[src/hdl/gsds_pkg.sv]
// ----------------------------------------------------------------------------
// Grid stencil dose sweep package
// Shared constants, register indexes and stage bundles for the sweep block.
// ----------------------------------------------------------------------------
package gsds_pkg;

   localparam int MAX_COLS_DEFAULT = 1024;
   localparam int MAX_ROWS_DEFAULT = 1024;

   localparam int CELL_W     = 16;
   localparam int COUNT_W    = 11;
   localparam int DOSE_W     = 15;
   localparam int SUM_W      = 52;
   localparam int SQUARE_W   = 2 * CELL_W;
   localparam int CSR_IDX_W  = 2;
   localparam int CSR_DATA_W = 15;

   localparam int MIN_COUNT   = 3;
   localparam int QUEUE_DEPTH = 8;

   localparam logic [COUNT_W-1:0] COUNT_RESET = 11'd1024;
   localparam logic [DOSE_W-1:0]  DOSE_RESET  = '0;
   localparam logic [CELL_W-1:0]  AVG_HIGH    = 16'd200;
   localparam logic [CELL_W-1:0]  AVG_LOW     = 16'd100;
   localparam logic [SUM_W-1:0]   SUM_MAX     = {SUM_W{1'b1}};

   typedef enum logic [CSR_IDX_W-1:0] {
      CSR_COLUMN_COUNT = 2'd0,
      CSR_ROW_COUNT    = 2'd1,
      CSR_DOSE         = 2'd2
   } csr_index_type;

   typedef struct packed {
      logic boundary;
      logic special;
      logic emit_a;
      logic emit_b;
      logic last;
   } ctl_type;

   typedef struct packed {
      logic              valid;
      ctl_type           ctl;
      logic [CELL_W-1:0] x;
      logic [CELL_W-1:0] above;
      logic [CELL_W-1:0] left;
      logic [CELL_W-1:0] center;
      logic [CELL_W-1:0] right;
   } tap_type;

   typedef struct packed {
      logic              valid;
      logic              emit_a;
      logic              emit_b;
      logic              last;
      logic [CELL_W-1:0] cell_a;
      logic [CELL_W-1:0] cell_b;
   } pair_type;

   typedef struct packed {
      logic              emit_a;
      logic              emit_b;
      logic              last;
      logic [CELL_W-1:0] cell_a;
      logic [CELL_W-1:0] cell_b;
      logic [SUM_W-1:0]  square_sum;
   } entry_type;

   typedef struct packed {
      logic      valid;
      logic      drop;
      entry_type entry;
   } push_type;

endpackage

[src/hdl/gsds_out_queue.sv]
// ----------------------------------------------------------------------------
// Result queue
// Holds the result pairs of finished cells and sends them out one beat per
// result, the new cell first and the flushed last-row cell second.
// ----------------------------------------------------------------------------
module gsds_out_queue #(
   parameter int DEPTH = gsds_pkg::QUEUE_DEPTH
) (
   input  logic                        clock,
   input  logic                        reset,
   input  gsds_pkg::push_type          push,
   output logic                        pop,
   output logic                        rsp_valid,
   input  logic                        rsp_ready,
   output logic [gsds_pkg::CELL_W-1:0] rsp_cell_out,
   output logic                        rsp_last_cell,
   output logic [gsds_pkg::SUM_W-1:0]  rsp_square_sum
);

   import gsds_pkg::*;

   localparam int PW = (DEPTH > 1) ? $clog2(DEPTH) : 1;
   localparam int NW = $clog2(DEPTH + 1);

   entry_type      mem_ff [DEPTH];
   logic [PW-1:0]  head_ff;
   logic [PW-1:0]  tail_ff;
   logic [NW-1:0]  count_ff;
   logic           phase_ff;
   logic           phase_in;
   entry_type      head;
   logic           sel_b;
   logic           beat;
   logic           final_beat;

   always_comb begin
      head           = mem_ff[head_ff];
      sel_b          = !head.emit_a || phase_ff;
      rsp_valid      = (count_ff != '0);
      rsp_cell_out   = sel_b ? head.cell_b : head.cell_a;
      rsp_last_cell  = sel_b && head.last;
      rsp_square_sum = (sel_b && head.last) ? head.square_sum : '0;
      beat           = rsp_valid && rsp_ready;
      final_beat     = sel_b || !head.emit_b;
      pop            = beat && final_beat;
      if (beat) begin
         phase_in = !final_beat;
      end else begin
         phase_in = phase_ff;
      end
   end

   always_ff @(posedge clock) begin
      if (push.valid) begin
         mem_ff[tail_ff] <= push.entry;
      end
   end

   always_ff @(posedge clock) begin
      if (reset) begin
         head_ff  <= '0;
         tail_ff  <= '0;
         count_ff <= '0;
         phase_ff <= 1'b0;
      end else begin
         phase_ff <= phase_in;
         if (push.valid) begin
            tail_ff <= (tail_ff == PW'(DEPTH - 1)) ? '0 : tail_ff + PW'(1);
         end
         if (pop) begin
            head_ff <= (head_ff == PW'(DEPTH - 1)) ? '0 : head_ff + PW'(1);
         end
         count_ff <= count_ff + NW'(push.valid) - NW'(pop);
      end
   end

endmodule

[config.mk]
export PLATFORM = sky130hd
export DESIGN_NAME = gsds_out_queue
export DESIGN_NICKNAME = d
export VERILOG_FILES = /design/src/hdl/gsds_pkg.sv /design/src/hdl/gsds_out_queue.sv
export SDC_FILE = /design/constraint.sdc
export NUM_CORES = 1
export LEC_CHECK = 0
export BUFFER_PORTS_ARGS = -buffer_cell sky130_fd_sc_hd__buf_2
export CORE_MARGIN = 2
export CORE_UTILIZATION = 57
export CTS_BUF_LIST = sky130_fd_sc_hd__clkbuf_4 sky130_fd_sc_hd__clkbuf_8
export CTS_CLUSTER_SIZE = 10
export DETAILED_ROUTE_END_ITERATION = 8
export PLACE_DENSITY = 0.78
export SYNTH_ARGS = -nofsm -noshare
export SYNTH_HDL_FRONTEND = slang
export SYNTH_SLANG_ARGS = --single-unit
export TNS_END_PERCENT = 100
[constraint.sdc]
create_clock -name clock -period 6.5 [get_ports clock]
set_input_delay 0 -clock clock [delete_from_list [all_inputs] [get_ports clock]]
set_output_delay 0 -clock clock [all_outputs]
set_load 0.01 [all_outputs]
==> metrics.md <==
| Metric | Value |
|---|---|
| Ys Warns | `0` |
| Netlist Area Pre-Place | `27060 sq um` |
| Netlist cell types | `29` |
| Layout cells sized above 1 | `34.31%` |
| Unrepaired setup endpoints after global routing | `no` |
| Post-CTS resize count | `0` |
| CP startpoint kind | `flop` |
| Final setup viols | `0` |
| Multi-input logic area | `5647 sq um` |
| CTS H-tree depth | `3` |
| Max VDD drop | `0.2162 mV` |
| Maximum number of pins on one net before global-route repair | `67` |
| Rows | `79` |
| Initial antenna violation count | `3` |
| Routed len/inst | `24.01 um` |
| Fill count | `2889` |
| Syn nets | `1265` |
| Hold Path Cell Cnt | `2` |
| HPWL after DPL | `26570 um` |
| Slew headroom | `26.15%` |
| Clock latency on the worst-skew pair | `680 ps` |
| Grt ovf | `0` |
| Routability cong. | `0.7209` |
| Post-Route WL | `52340 um` |
| Vias/cell | `5.831` |
| CP endpoint kind | `output port` |
| CTS root buf | `clkbuf_8` |
| Area grow syn2layout | `16.75%` |
| Lkg Pwr | `10.28 nW` |
| Post-synth EDFFs | `696` |
| Tot Pwr | `10.50 mW` |
| Sequential fraction of the synthesis area | `78.27%` |
| Post-synth top flop | `edfxtp_1` |
| Starting Density | `57.88%` |
| Status | `finished clean` |
| CTS buffer count | `109` |
| Post-route minimum period | `4274 ps` |
| Top post-synthesis cells by count | `696 x edfxtp_1, 171 x mux4_2, 105 x mux2i_1` |
| Hold_buf cts | `91` |
| Final ANT Viol Nets | `0` |
| Worst slew pin tran | `1108 ps` |
| Post-CTS setup buffers | `0` |
| Die Y | `221.9 um` |
| Setup tns final | `0 ps` |
| DRC | `0` |
| Initial DRC Count | `960` |
| Fmax | `234.0 MHz` |
| Max clock buf depth | `3` |
| Post-place instance area | `28610 sq um` |
| Final Cycle Share | `65.75%` |
| Vias in the first global route | `13658` |
| Slew Viols, Final | `0` |
| Critical setup path kind | `flop to output port` |
| Design Area, Final | `31590 sq um` |
| Setup Skew | `29.39 ps` |
| Crit path required time | `6500 ps` |
| Wire length of the first global-routing pass | `79870 um` |
| Sequential cell area | `21190 sq um` |
| Syn avg cell area | `23.27 sq um` |
| Power Dens Cells | `332.5 nW/um^2` |
| I/O pins | `163` |
| DIE WIDTH | `221.9 um` |
| Critical Path AT | `4270 ps` |
| Final hold violations | `0` |
| Worst r2r path cells | `8` |
| Nets@finish | `1596` |
| Async S/R FF share, synth | `0%` |
| Synthesized instance count | `1163` |
| CTS tree | `built` |
| Yosys reg bits | `710` |
| Largest cells by area after synthesis | `edfxtp_1 77%, mux4_2 14%, mux2i_1 3.9%, dfxtp_1 1.0%, nor2_1 0.96%` |
| Die Area | `49240 sq um` |
| First-pass detailed-route iteration total | `7` |
| # port buffers | `161` |
| Reg clk slew, reported paths | `60 ps` |
| Routed vias | `12712` |
| Core Region | `46750 sq um` |
| Hold Crit Class | `input port to flop` |
| Synth top area share | `77.23%` |
| Yosys top cell by area | `edfxtp_1` |
| Max-Cap Viols | `0` |
| Fin util | `67.58%` |
| Clock Sinks | `710` |
| GRT Overall Usage | `21.81%` |
| Count leader, synth | `edfxtp_1` |
| Crit-path max FO | `66` |
[cells by family after synthesis]
| kind of cell | synth area share [%] |
|---|---|
| flops | 78.27 |
| mux | 18.41 |
| simple gates | 1.364 |
| buf+inv | 1.137 |
| fa+ha+maj | 0.4901 |
| compound gates | 0.2728 |
| xor+xnor | 0.06474 |
[layout make-up]
class / count / share of cell area (%)
well taps: 607 / 2.404
inverters: 9 / 0.1069
clock buffers: 148 / 5.715
clock inverters: 40 / 0.8316
multi-input cells: 389 / 17.87
diodes: 2 / 0.01584
repair buffers: 275 / 5.980
flip-flops and latches: 710 / 67.07
[flip-flops by register name, indices dropped and copies added, names as in the netlist, named ones only]
name and flops:
mem_ff 696, head_ff 3, count_ff 4, phase_ff 1, tail_ff 3
[layout by cell type (no fill, tap or decap), types with 2 or more instances in the layout]
| cell | count |
|---|---|
| a21oi_1 | 6 |
| clkinvlp_4 | 3 |
| clkbuf_4 | 37 |
| nor2b_1 | 3 |
| diode_2 | 2 |
| nand2b_1 | 4 |
| bufinv_16 | 3 |
| buf_4 | 23 |
| inv_1 | 9 |
| mux2i_1 | 105 |
| dfxtp_4 | 3 |
| dfxtp_1 | 11 |
| mux4_2 | 171 |
| dlygate4sd3_1 | 91 |
| nand2_1 | 5 |
| nor2_1 | 63 |
| buf_2 | 161 |
| clkinv_1 | 22 |
| nor2_4 | 6 |
| clkbuf_8 | 111 |
| nor3_4 | 2 |
| inv_6 | 2 |
| clkinv_2 | 10 |
| edfxtp_1 | 696 |
| mux4_1 | 2 |
| ha_1 | 9 |
| xnor2_1 | 2 |
[per-stage QoR]
step | hold WS, ps | cells | worst slack, ps
global route | 111.5 | 2180 | 1990
CTS | 52.83 | 2178 | 2110
global placement | 260.8 | 1899 | 2970
detailed placement | 265.5 | 1899 | 2871
floorplan | 71.61 | 1163 | 1795
finish | 122.9 | 2180 | 2226
[path summary, 6_finish.rpt]
check / startpoint / slack [ps] / to
setup / recovery: flop / 2230 / rsp_square_sum[8]
hold reg to reg: phase_ff / 470 / phase_ff
setup reg to reg: flop / 2940 / count_ff[1]
hold / removal: push[24] / 120 / mem_ff[0][24]
[report_power, final]
| group | switching, mW | leakage, nW | total [mW] | internal [mW] |
|---|---|---|---|---|
| logic | 0.868 | 2.75 | 1.75 | 0.887 |
| registers | 0.107 | 6.44 | 5.25 | 5.14 |
| clock network | 1.60 | 1.09 | 3.50 | 1.91 |
| total | 2.57 | 10.3 | 10.5 | 7.93 |
[metal layers]
layer	wire length, um	vias to the layer above	part of all wire (%)	global-route usage (%)
met2	26210	460	50	35.44
li1	-	5549	-	-
met3	3088	89	5.9	4.002
met1	21920	6612	42	30.40
met4	1108	2	2.1	7.476
met5	12	-	0.023	0
[worst max-delay path, cell delays in order (launching register included)]
cell	delay, ps
dfxtp_4	1060
buf_4	930
mux4_2	420
mux2_2	300
nand2_4	500
nor2_1	130
buf_2	170
No activity file was read; power rests on OpenSTA's default activity.
