`src/hdl/gsds_pkg.sv`:
```
// ----------------------------------------------------------------------------
// Grid stencil dose sweep package
// Shared constants, register indexes and stage bundles for the sweep block.
// ----------------------------------------------------------------------------
package gsds_pkg;

   localparam int MAX_COLS_DEFAULT = 1024;
   localparam int MAX_ROWS_DEFAULT = 1024;

   localparam int CELL_W     = 16;
   localparam int COUNT_W    = 11;
   localparam int DOSE_W     = 15;
   localparam int SUM_W      = 52;
   localparam int SQUARE_W   = 2 * CELL_W;
   localparam int CSR_IDX_W  = 2;
   localparam int CSR_DATA_W = 15;

   localparam int MIN_COUNT   = 3;
   localparam int QUEUE_DEPTH = 8;

   localparam logic [COUNT_W-1:0] COUNT_RESET = 11'd1024;
   localparam logic [DOSE_W-1:0]  DOSE_RESET  = '0;
   localparam logic [CELL_W-1:0]  AVG_HIGH    = 16'd200;
   localparam logic [CELL_W-1:0]  AVG_LOW     = 16'd100;
   localparam logic [SUM_W-1:0]   SUM_MAX     = {SUM_W{1'b1}};

   typedef enum logic [CSR_IDX_W-1:0] {
      CSR_COLUMN_COUNT = 2'd0,
      CSR_ROW_COUNT    = 2'd1,
      CSR_DOSE         = 2'd2
   } csr_index_type;

   typedef struct packed {
      logic boundary;
      logic special;
      logic emit_a;
      logic emit_b;
      logic last;
   } ctl_type;

   typedef struct packed {
      logic              valid;
      ctl_type           ctl;
      logic [CELL_W-1:0] x;
      logic [CELL_W-1:0] above;
      logic [CELL_W-1:0] left;
      logic [CELL_W-1:0] center;
      logic [CELL_W-1:0] right;
   } tap_type;

   typedef struct packed {
      logic              valid;
      logic              emit_a;
      logic              emit_b;
      logic              last;
      logic [CELL_W-1:0] cell_a;
      logic [CELL_W-1:0] cell_b;
   } pair_type;

   typedef struct packed {
      logic              emit_a;
      logic              emit_b;
      logic              last;
      logic [CELL_W-1:0] cell_a;
      logic [CELL_W-1:0] cell_b;
      logic [SUM_W-1:0]  square_sum;
   } entry_type;

   typedef struct packed {
      logic      valid;
      logic      drop;
      entry_type entry;
   } push_type;

endpackage

```
`src/hdl/gsds_accum.sv`:
```
// ----------------------------------------------------------------------------
// Square-sum accumulator
// Squares the results of each input cell, adds them to the saturating sweep
// total and hands the finished entry to the output queue.
// ----------------------------------------------------------------------------
module gsds_accum (
   input  logic               clock,
   input  logic               reset,
   input  gsds_pkg::pair_type pair,
   output gsds_pkg::push_type push
);

   import gsds_pkg::*;

   logic                s4_valid_ff;
   pair_type            s4_pair_ff;
   logic [SQUARE_W-1:0] s4_sq_a_ff;
   logic [SQUARE_W-1:0] s4_sq_b_ff;

   logic                s5_valid_ff;
   pair_type            s5_pair_ff;
   logic [SQUARE_W:0]   s5_sq_ff;

   logic [SUM_W-1:0]    acc_ff;
   logic [SUM_W-1:0]    acc_in;
   logic [SUM_W:0]      total_raw;
   logic [SUM_W-1:0]    total;
   logic                any_result;

   always_ff @(posedge clock) begin
      if (reset) begin
         s4_valid_ff <= 1'b0;
         s5_valid_ff <= 1'b0;
      end else begin
         s4_valid_ff <= pair.valid;
         s5_valid_ff <= s4_valid_ff;
      end
   end

   always_ff @(posedge clock) begin
      s4_pair_ff <= pair;
      s4_sq_a_ff <= pair.emit_a ? SQUARE_W'(pair.cell_a) * SQUARE_W'(pair.cell_a) : '0;
      s4_sq_b_ff <= pair.emit_b ? SQUARE_W'(pair.cell_b) * SQUARE_W'(pair.cell_b) : '0;
      s5_pair_ff <= s4_pair_ff;
      s5_sq_ff   <= (SQUARE_W + 1)'(s4_sq_a_ff) + (SQUARE_W + 1)'(s4_sq_b_ff);
   end

   // Both squares of one cell are added at once; saturation of the sum
   // equals saturating after each of them since all terms are positive.
   always_comb begin
      any_result = s5_pair_ff.emit_a || s5_pair_ff.emit_b;
      total_raw  = (SUM_W + 1)'(acc_ff) + (SUM_W + 1)'(s5_sq_ff);
      total      = total_raw[SUM_W] ? SUM_MAX : total_raw[SUM_W-1:0];
      acc_in     = s5_pair_ff.last ? '0 : total;
   end

   always_ff @(posedge clock) begin
      if (reset) begin
         acc_ff <= '0;
      end else if (s5_valid_ff) begin
         acc_ff <= acc_in;
      end
   end

   always_comb begin
      push.valid            = s5_valid_ff && any_result;
      push.drop             = s5_valid_ff && !any_result;
      push.entry.emit_a     = s5_pair_ff.emit_a;
      push.entry.emit_b     = s5_pair_ff.emit_b;
      push.entry.last       = s5_pair_ff.last;
      push.entry.cell_a     = s5_pair_ff.cell_a;
      push.entry.cell_b     = s5_pair_ff.cell_b;
      push.entry.square_sum = total;
   end

endmodule

```
`config.mk`:
```
export PLATFORM = sky130hd
export DESIGN_NAME = gsds_accum
export DESIGN_NICKNAME = d
export VERILOG_FILES = /design/src/hdl/gsds_pkg.sv /design/src/hdl/gsds_accum.sv
export SDC_FILE = /design/constraint.sdc
export NUM_CORES = 1
export LEC_CHECK = 0
export BUFFER_PORTS_ARGS = -buffer_cell sky130_fd_sc_hd__buf_2
export CORE_MARGIN = 4
export CORE_UTILIZATION = 58
export CTS_CLUSTER_DIAMETER = 120
export CTS_CLUSTER_SIZE = 14
export DETAILED_ROUTE_END_ITERATION = 8
export PLACE_DENSITY = 0.74
export SYNTH_ARGS = -nofsm -noshare
export SYNTH_HDL_FRONTEND = slang
export SYNTH_SLANG_ARGS = --single-unit
```
`constraint.sdc`:
```
create_clock -name clock -period 15.5 [get_ports clock]
set_clock_uncertainty 0.1 [all_clocks]
set_input_delay 1.55 -clock clock [delete_from_list [all_inputs] [get_ports clock]]
set_output_delay 1.55 -clock clock [all_outputs]
set_load 0.05 [all_outputs]
```
==> impl_metrics.csv <==
group,metric,value,unit
timing,finalWorstSetupSlack,8.11,ns
power,p_seq_share,13.0,%
final_layout,final_cell_count_no_fill,3297,
cts,cts_setup_buffers,0,
floorplanning,core_area,0.0409,sq mm
critical_path,start_kind,"input pin",
final_layout,layout_commonest_cell,"inv_1",
final_layout,areaGrowthSynthToFinish,6.46,%
critical_path,r2r-start,"acc_ff[5]",
power,cellLeakagePower,0.0135,uW
cts,cts_root_buf,"clkbuf_16",
drt,avgRoutedWirePerCell,16.7,microns
yosys,seq_area_frac_synth,18.2,%
timing,setup_tns,0,ns
drt,drt_iter0_drc,1141,
power,p_switching,2970,uW
cts,clk_path_buf_depth,3,
power,power.density,229,mW/mm^2
cts,cts.clk_slew.worst_paths,0.07,ns
floorplanning,initial_core_util,58.9,%
cts,numCtsBuffers,20,
yosys,synth_edf_count,0,
critical_path,required,15.80,ns
global_route,antenna_found_initial,1,
timing,tightestPinTransition,1.21,ns
cts,insertion_delay,0.52,ns
critical_path,crit_arrival,7.69,ns
final_layout,nets,3393,
yosys,synth.avg_cell_area,8.94,sq um
timing,report.final.slew_viol_count,0,
timing,period_needed,7.39,ns
global_route,grt_pass1_wl,92.8,mm
yosys,syn_inst,2696,
yosys,yosysUniqueCellTypes,74,
min_path,min_from,"s4_pair_ff[1]",
timing,setup-violations-final,0,
yosys,synthArstFlopShare,0,%
yosys,ys_seq_elements,219,
floorplanning,core.rowCount,74,
placed_design,place_inst,3273,
floorplanning,die_width,212,microns
outcome,outcome,"complete, no violations",
global_route,grt_overflow,0,
timing,fmax,135,MHz
global_route,grt_max_degree,45,
yosys,yosys_warnings,0,
final_layout,layout_common_cells,"542 x inv_1, 326 x fa_1, 275 x nand2_1",
drt,drc,0,
critical_path,crit_fanout,16,
cts,ctsResizeCount,0,
timing,finalCritPeriodShare,47.7,%
placed_design,place_hpwl,44.4,mm
drt,vias,18500,
cts,h-tree-depth,1,
placed_design,pre_cts_ws,7.60,ns
drt,viasPerCell,5.61,
power,vdd_drop_max,0.242,mV
job,max_cap_violations,0,
placed_design,post_dp_cell_area,0.0251,sq mm
drt,detail_route.first_pass.iterations,5,
placed_design,io_buffers,126,
cts,cts.sinks,219,
yosys,synth_top_flop_cell,"dfxtp_1",
yosys,synthesis.nets,3326,
floorplanning,die_height,212,microns
critical_path,cp-startpoint,"pair[13]",
critical_path,cp-end-kind,"flop",
cts,cts_hold_buf,0,
critical_path,crit_type,"in -> reg",
final_layout,final_cell_area,0.0257,sq mm
final_layout,layout-drive-gt1-share,6.91,%
power,internal_power,2910,uW
floorplanning,dieArea,0.0449,sq mm
power,clockPowerShare,8.0,%
placed_design,gp_congestion,0.941,
timing,final-hold-violation-count,0,
global_route,grt_util_all_layers,25.0,%
timing,max_slew_margin,19.0,%
floorplanning,pin_count,127,
cts,cts_tree,"done",
drt,antenna_left,0,
timing,rsz0062_at_grt,"false",
min_path,hold_path_class,"reg -> reg",
global_route,grt_pass1_vias,19400,
drt,routed_wl,55.0,mm
yosys,synth_area,0.0241,sq mm
power,comb_power_share,79.0,%
final_layout,antenna_cells,0,
power,swShare,50.5,%
==> worst max-delay path, cell delays in order <==
cell	delay, ns
buf_2	0.33
inv_1	0.24
nor2_1	0.21
ha_1	0.29
xor2_1	0.19
fa_1	0.56
inv_1	0.06
fa_1	0.49
fa_1	0.51
fa_1	0.49
inv_1	0.05
fa_1	0.47
inv_1	0.04
ha_1	0.33
and4_1	0.26
a31o_2	0.24
a21oi_1	0.19
o21a_1	0.23
o21ai_0	0.23
a221o_1	0.43
o311ai_0	0.30
==> per-stage QoR <==
| step | utilization [%] | hold WS (ns) | power (uW) |
|---|---|---|---|
| 2_1_floorplan | - | 0.210 | 4440 |
| 3_3_place_gp | 61.3 | 0.210 | 5290 |
| 3_5_place_dp | 61.3 | 0.212 | 5400 |
| 4_1_cts | 62.7 | 0.228 | 5910 |
| 5_1_grt | 62.7 | 0.231 | 6600 |
| 6_report | 62.7 | 0.225 | 5870 |
==> cells in the mapped netlist (45+ instances only) <==
| cell type | count | area share (%) |
|---|---|---|
| nand2_1 | 275 | 4.3 |
| ha_1 | 266 | 14 |
| nor2_1 | 107 | 1.7 |
| dfxtp_1 | 219 | 18 |
| o21ai_0 | 72 | 1.5 |
| fa_1 | 326 | 27 |
| xor2_1 | 45 | 1.6 |
| a21o_1 | 53 | 1.7 |
| and2_1 | 112 | 2.9 |
| a21oi_1 | 109 | 2.3 |
| xnor2_1 | 78 | 2.8 |
| clkbuf_1 | 63 | 0.98 |
| inv_1 | 542 | 8.4 |
==> metal layers <==
layer | GRT usage (%) | up-vias | share of wire (%)
li1 | - | 8760 | -
met1 | 32.8 | 9098 | 42
met2 | 42.5 | 491 | 49
met3 | 3.29 | 132 | 5.3
met4 | 9.35 | 0 | 3.9
met5 | 0 | - | 0
==> path summary, 6_finish.rpt <==
path / end / depth (start not counted) / slack (ns)
worst min-delay path: push[53] / 0 / 0.22
worst min register to register: push[53] / 0 / 0.22
worst max-delay path: s4_sq_b_ff[31] / 21 / 8.11
worst max register to register: acc_ff[9] / 10 / 11.89
==> sequential cells by signal, summed over array words and instances (netlist names) <==
signal / flops
acc_ff: 52
push: 35
s4_pair_ff: 35
s4_sq_a_ff: 31
s4_sq_b_ff: 31
s4_valid_ff: 1
s5_sq_ff: 33
s5_valid_ff: 1
==> cells by family after synthesis <==
group | Yosys count | share of synthesized area [%]
adders and majority gates | 592 | 40.9
muxes | 15 | 0.654
xor gates and xnor gates | 123 | 4.47
AOI/OAI and AO/OA | 430 | 12.1
and+or+nand+nor | 691 | 13.8
buffers and inverters | 626 | 9.85
DFF | 219 | 18.2
==> layout make-up <==
class / instances / area (sq um)
well taps: 532 / 666
fillers: 3500 / 15300
flip-flops and latches: 219 / 4380
repair buffers: 128 / 646
multi-input cells: 1851 / 17400
inverters: 543 / 2040
clock inverters: 2 / 25.0
clock buffers: 22 / 539
==> power by group through the flow <==
stage	Sequential, uW	Combinational (uW)	Clock (uW)
global route	771	5330	502
CTS	765	4660	482
detailed placement	777	4620	0
floorplan	761	3680	0
global placement	778	4520	0
finish	764	4640	472
No activity file was read; power rests on OpenSTA's default activity.
