===== src/hdl/gsds_pkg.sv =====
// ----------------------------------------------------------------------------
// Grid stencil dose sweep package
// Shared constants, register indexes and stage bundles for the sweep block.
// ----------------------------------------------------------------------------
package gsds_pkg;

   localparam int MAX_COLS_DEFAULT = 1024;
   localparam int MAX_ROWS_DEFAULT = 1024;

   localparam int CELL_W     = 16;
   localparam int COUNT_W    = 11;
   localparam int DOSE_W     = 15;
   localparam int SUM_W      = 52;
   localparam int SQUARE_W   = 2 * CELL_W;
   localparam int CSR_IDX_W  = 2;
   localparam int CSR_DATA_W = 15;

   localparam int MIN_COUNT   = 3;
   localparam int QUEUE_DEPTH = 8;

   localparam logic [COUNT_W-1:0] COUNT_RESET = 11'd1024;
   localparam logic [DOSE_W-1:0]  DOSE_RESET  = '0;
   localparam logic [CELL_W-1:0]  AVG_HIGH    = 16'd200;
   localparam logic [CELL_W-1:0]  AVG_LOW     = 16'd100;
   localparam logic [SUM_W-1:0]   SUM_MAX     = {SUM_W{1'b1}};

   typedef enum logic [CSR_IDX_W-1:0] {
      CSR_COLUMN_COUNT = 2'd0,
      CSR_ROW_COUNT    = 2'd1,
      CSR_DOSE         = 2'd2
   } csr_index_type;

   typedef struct packed {
      logic boundary;
      logic special;
      logic emit_a;
      logic emit_b;
      logic last;
   } ctl_type;

   typedef struct packed {
      logic              valid;
      ctl_type           ctl;
      logic [CELL_W-1:0] x;
      logic [CELL_W-1:0] above;
      logic [CELL_W-1:0] left;
      logic [CELL_W-1:0] center;
      logic [CELL_W-1:0] right;
   } tap_type;

   typedef struct packed {
      logic              valid;
      logic              emit_a;
      logic              emit_b;
      logic              last;
      logic [CELL_W-1:0] cell_a;
      logic [CELL_W-1:0] cell_b;
   } pair_type;

   typedef struct packed {
      logic              emit_a;
      logic              emit_b;
      logic              last;
      logic [CELL_W-1:0] cell_a;
      logic [CELL_W-1:0] cell_b;
      logic [SUM_W-1:0]  square_sum;
   } entry_type;

   typedef struct packed {
      logic      valid;
      logic      drop;
      entry_type entry;
   } push_type;

endpackage


===== src/hdl/gsds_stencil.sv =====
// ----------------------------------------------------------------------------
// Stencil and dose arithmetic
// Averages the four neighbors, applies the dose step on even positions,
// saturates and forms the result pair of one input cell.
// ----------------------------------------------------------------------------
module gsds_stencil (
   input  logic                        clock,
   input  logic                        reset,
   input  logic [gsds_pkg::DOSE_W-1:0] dose,
   input  gsds_pkg::tap_type           taps,
   output gsds_pkg::pair_type          pair
);

   import gsds_pkg::*;

   logic [CELL_W+1:0]   sum;
   logic [CELL_W-1:0]   avg;
   logic signed [17:0]  dose_ext;
   logic signed [17:0]  dose_x3;
   logic signed [17:0]  dose_x4;
   logic signed [17:0]  dose_x5;
   logic signed [17:0]  dose_k;
   logic signed [18:0]  dosed;

   logic                s2_valid_ff;
   ctl_type             s2_ctl_ff;
   logic [CELL_W-1:0]   s2_avg_ff;
   logic [CELL_W-1:0]   s2_old_ff;
   logic [CELL_W-1:0]   s2_x_ff;
   logic signed [18:0]  s2_dosed_ff;

   logic [18:0]         mag;
   logic [CELL_W-1:0]   mag_sat;
   logic [CELL_W-1:0]   cell_new;

   logic                s3_valid_ff;
   logic                s3_emit_a_ff;
   logic                s3_emit_b_ff;
   logic                s3_last_ff;
   logic [CELL_W-1:0]   s3_cell_a_ff;
   logic [CELL_W-1:0]   s3_cell_b_ff;

   always_comb begin
      sum = (CELL_W + 2)'(taps.above) + (CELL_W + 2)'(taps.left) +
            (CELL_W + 2)'(taps.right) + (CELL_W + 2)'(taps.x);
      avg = sum[CELL_W+1:2];

      dose_ext = $signed({{3{dose[DOSE_W-1]}}, dose});
      dose_x3  = dose_ext + (dose_ext <<< 1);
      dose_x4  = dose_ext <<< 2;
      dose_x5  = dose_ext + (dose_ext <<< 2);

      if (avg == AVG_HIGH) begin
         dose_k = dose_x4;
      end else if (avg == AVG_LOW) begin
         dose_k = dose_x3;
      end else begin
         dose_k = dose_x5;
      end
      dosed = $signed({dose_k[17], dose_k}) + $signed({3'b000, taps.center});
   end

   always_ff @(posedge clock) begin
      if (reset) begin
         s2_valid_ff <= 1'b0;
      end else begin
         s2_valid_ff <= taps.valid;
      end
   end

   always_ff @(posedge clock) begin
      s2_ctl_ff   <= taps.ctl;
      s2_avg_ff   <= avg;
      s2_old_ff   <= taps.center;
      s2_x_ff     <= taps.x;
      s2_dosed_ff <= dosed;
   end

   always_comb begin
      mag     = s2_dosed_ff[18] ? 19'(-s2_dosed_ff) : 19'(s2_dosed_ff);
      mag_sat = (mag[18:CELL_W] != '0) ? {CELL_W{1'b1}} : mag[CELL_W-1:0];
      if (s2_ctl_ff.boundary) begin
         cell_new = s2_old_ff;
      end else if (s2_ctl_ff.special) begin
         cell_new = mag_sat;
      end else begin
         cell_new = s2_avg_ff;
      end
   end

   always_ff @(posedge clock) begin
      if (reset) begin
         s3_valid_ff <= 1'b0;
      end else begin
         s3_valid_ff <= s2_valid_ff;
      end
   end

   always_ff @(posedge clock) begin
      s3_emit_a_ff <= s2_ctl_ff.emit_a;
      s3_emit_b_ff <= s2_ctl_ff.emit_b;
      s3_last_ff   <= s2_ctl_ff.last;
      s3_cell_a_ff <= cell_new;
      s3_cell_b_ff <= s2_x_ff;
   end

   always_comb begin
      pair.valid  = s3_valid_ff;
      pair.emit_a = s3_emit_a_ff;
      pair.emit_b = s3_emit_b_ff;
      pair.last   = s3_last_ff;
      pair.cell_a = s3_cell_a_ff;
      pair.cell_b = s3_cell_b_ff;
   end

endmodule


===== config.mk =====
export PLATFORM = sky130hd
export DESIGN_NAME = gsds_stencil
export DESIGN_NICKNAME = d
export VERILOG_FILES = /design/src/hdl/gsds_pkg.sv /design/src/hdl/gsds_stencil.sv
export SDC_FILE = /design/constraint.sdc
export NUM_CORES = 1
export LEC_CHECK = 0
export BUFFER_PORTS_ARGS = -buffer_cell sky130_fd_sc_hd__clkbuf_2
export CAP_MARGIN = 20
export CORE_MARGIN = 8
export CORE_UTILIZATION = 45
export CTS_CLUSTER_SIZE = 8
export DETAILED_ROUTE_END_ITERATION = 12
export GPL_TIMING_DRIVEN = 0
export PLACE_DENSITY = 0.67
export SLEW_MARGIN = 20
export SYNTH_ARGS = -nofsm -noshare
export SYNTH_HDL_FRONTEND = slang
export SYNTH_SLANG_ARGS = --single-unit

===== constraint.sdc =====
create_clock -name clock -period 11.8 [get_ports clock]
set_clock_uncertainty 0.1 [all_clocks]
set_input_delay 1.18 -clock clock [delete_from_list [all_inputs] [get_ports clock]]
set_output_delay 1.18 -clock clock [all_outputs]
set_load 0.1 [all_outputs]

==> metrics.csv <==
metric,value,unit
synth_most_common_cell,inv_1,
final_hold_viol_count,0,
p_comb_share,46.5,%
die-area,0.0199,mm^2
synth_flop_cell,dfxtp_1,
p_seq_share,32.8,%
cts_tree,built,
cts-resized-gates,0,
io_pins,139,
drt-pass1-iter-count,4,
min-delay-start,s2_x_ff[10],
drcViolationCount,0,
num_rows,45,
slew_headroom,59.0,%
port_buffers,138,
synth.top_cell.area_share,31.0,%
powerDensity,180,mW/mm^2
fin_util,54.5,%
syn2layout_area_growth,18.1,%
drt-initial-drc-count,225,
required,11.99,ns
crit_start,taps[1],
final_area,0.00831,mm^2
rsz0062_at_grt,false,
min_path_type,register to register,
cts_buffers,9,
worstSetupPathType,primary input to register,
slew_violations,0,
met2_usage,26.3,%
ant_nets,0,
finalNetCount,1125,
start_util,46.1,%
cp_max_fo,7,
use_met3,3.85,%
period_share,62.9,%
grt_max_degree,24,
crit_arrival,7.60,ns
postSynthCellCount,779,
status,"complete, no violations",
timing.critical_path.from_type,primary input,
grtUsageMet1,21.1,%
insertion_delay,0.36,ns
power_switching,0.631,mW
cap_violations,0,
grt-busiest-layer,met2,
grt_pass1_vias,5721,
grt_overflow,0,
worst_slew_pin_slew,0.611,ns
vias,5770,
cts_max_path_buffers,2,
gp_congestion,0.827,
p_int,0.866,mW
switching_share,42.2,%
synth_area_leaders,"dfxtp_1 (31%), ha_1 (10%), fa_1 (10%)",
n_antenna_cell,0,
h-tree-depth,3,
ctsRootBufferMaster,clkbuf_16,
postRouteWirelength,15.8,mm
post_cts_buffers,0,
synthArstFlopShare,0,%
yosys_warnings,0,
pwr-share-clk,20.7,%
grt_pass1_wl,26.5,mm
yosys.area.top_type,dfxtp_1,
synth_edf_count,0,
tns,0,ns
synth_area,0.00704,mm^2
worstSetupEndpointType,register,
ir_worst_vdd,0.000157,V
vias_per_cell,5.04,
max_freq,135,MHz
timing.rr.start,s2_dosed_ff[10],
wire_per_inst,13.8,um
die_x,141,um
core,0.0153,mm^2
clk_pin_slew_worst_paths,0.08,ns
place_hpwl,13.0,mm
die_height,141,um
synth_seq_cells,109,
yosys-top-cells-count,"inv_1 (116), dfxtp_1 (109), ha_1 (59)",
drive_gt1_share,19.8,%
fin_ws,4.38,ns
setup_violations,0,
track_usage,16.2,%
ys_seq_area_share,31.0,%
syn-mean-instance-area,9.03,um^2
p_leak,4.17,nW
hold_buffers,0,
pre_cts_ws,4.12,ns
dpl_cell_area,0.00799,mm^2
ys_types,63,
syn_nets,976,
antenna_found_initial,0,
clock-sinks,109,
finalWorstPathRequiredPeriod,7.42,ns
-- layout make-up --
| type | count | area, um^2 |
|---|---|---|
| repair buffers | 138 | 691 |
| clock inverters | 7 | 91.3 |
| well taps | 211 | 264 |
| fillers | 1471 | 6950 |
| clock buffers | 9 | 225 |
| multi-input cells | 534 | 4320 |
| flip-flops and latches | 109 | 2180 |
| inverters | 116 | 435 |
| plain buffers | 20 | 103 |
-- registers in the layout (all words and copies together), names as in the netlist, 5 cells and up --
register / flops
s2_x_ff: 16
s3_cell_a_ff: 16
s2_avg_ff: 16
s2_dosed_ff: 19
s2_ctl_ff: 5
s3_cell_b_ff: 16
s2_old_ff: 16
-- layout by cell type (no fill, tap or decap), types with 18 or more instances in the layout --
| cell type | n |
|---|---|
| ha_1 | 59 |
| dfxtp_1 | 109 |
| a21o_1 | 18 |
| inv_1 | 116 |
| o21ai_0 | 35 |
| nor2_1 | 43 |
| a21oi_1 | 50 |
| fa_1 | 35 |
| clkbuf_2 | 138 |
| xnor2_1 | 45 |
| nand2_1 | 40 |
-- routing by layer --
metal  up-vias  part of all wire (%)
met5         -                     0
li1       2984                     -
met1      2662                    48
met2       103                    46
met3        21                   4.1
met4         0                   1.5
-- cells by family (layout without fill, tap and decap cells) --
logic type | count (synthesis) | in the layout | share of synthesized area, %
flip-flops | 109 | 109 | 31.0
XOR/XNOR | 59 | 59 | 7.34
buffers and inverters | 136 | 290 | 7.64
adder cells (fa/ha/maj) | 94 | 94 | 20.4
AND/OR/NAND/NOR | 166 | 166 | 12.3
AO/OA/AOI/OAI | 196 | 196 | 18.5
multiplexers | 19 | 19 | 2.84
-- through the flow --
stage | instances | power, mW | hold slack [ns]
floorplan | 779 | 1.05 | 0.210
global placement | 1128 | 1.19 | 0.210
detailed placement | 1128 | 1.19 | 0.212
CTS | 1144 | 1.51 | 0.231
global route | 1144 | 1.60 | 0.237
finish | 1144 | 1.50 | 0.229
-- path summary, 6_finish.rpt --
path | endpoint | slack (ns) | cells past startpoint
setup / recovery | s2_dosed_ff[17] | 4.38 | 26
hold / removal | s3_cell_b_ff[10] | 0.23 | 0
setup reg to reg | s3_cell_a_ff[14] | 8.66 | 8
hold reg to reg | s3_cell_b_ff[10] | 0.23 | 0
-- power groups by stage --
stage / combinational (mW) / clock [mW] / sequential, mW
finish: 0.697 / 0.310 / 0.491
detailed placement: 0.693 / 0 / 0.498
floorplan: 0.457 / 0 / 0.589
global route: 0.772 / 0.334 / 0.498
CTS: 0.699 / 0.318 / 0.490
global placement: 0.689 / 0 / 0.496
-- worst max-delay path, cell delays in order --
cell and delay [ns]:
clkbuf_2 0.08, inv_1 0.04, fa_1 0.53, inv_1 0.06
fa_1 0.53, nand3b_1 0.10, fa_1 0.40, nor2b_1 0.24
o31a_1 0.20, o21a_1 0.19, a2111oi_2 0.10, or3b_2 0.52
a21oi_1 0.31, nand3_4 0.21, mux2_1 0.36, mux2_2 0.27
ha_1 0.32, nand2_1 0.06, o21ai_0 0.29, nor4_1 0.11
or3_1 0.41, a31oi_1 0.26, a21oi_1 0.18, o21a_1 0.21
or3_1 0.30, o22ai_1 0.14
Power figures use the tool's default switching activity.
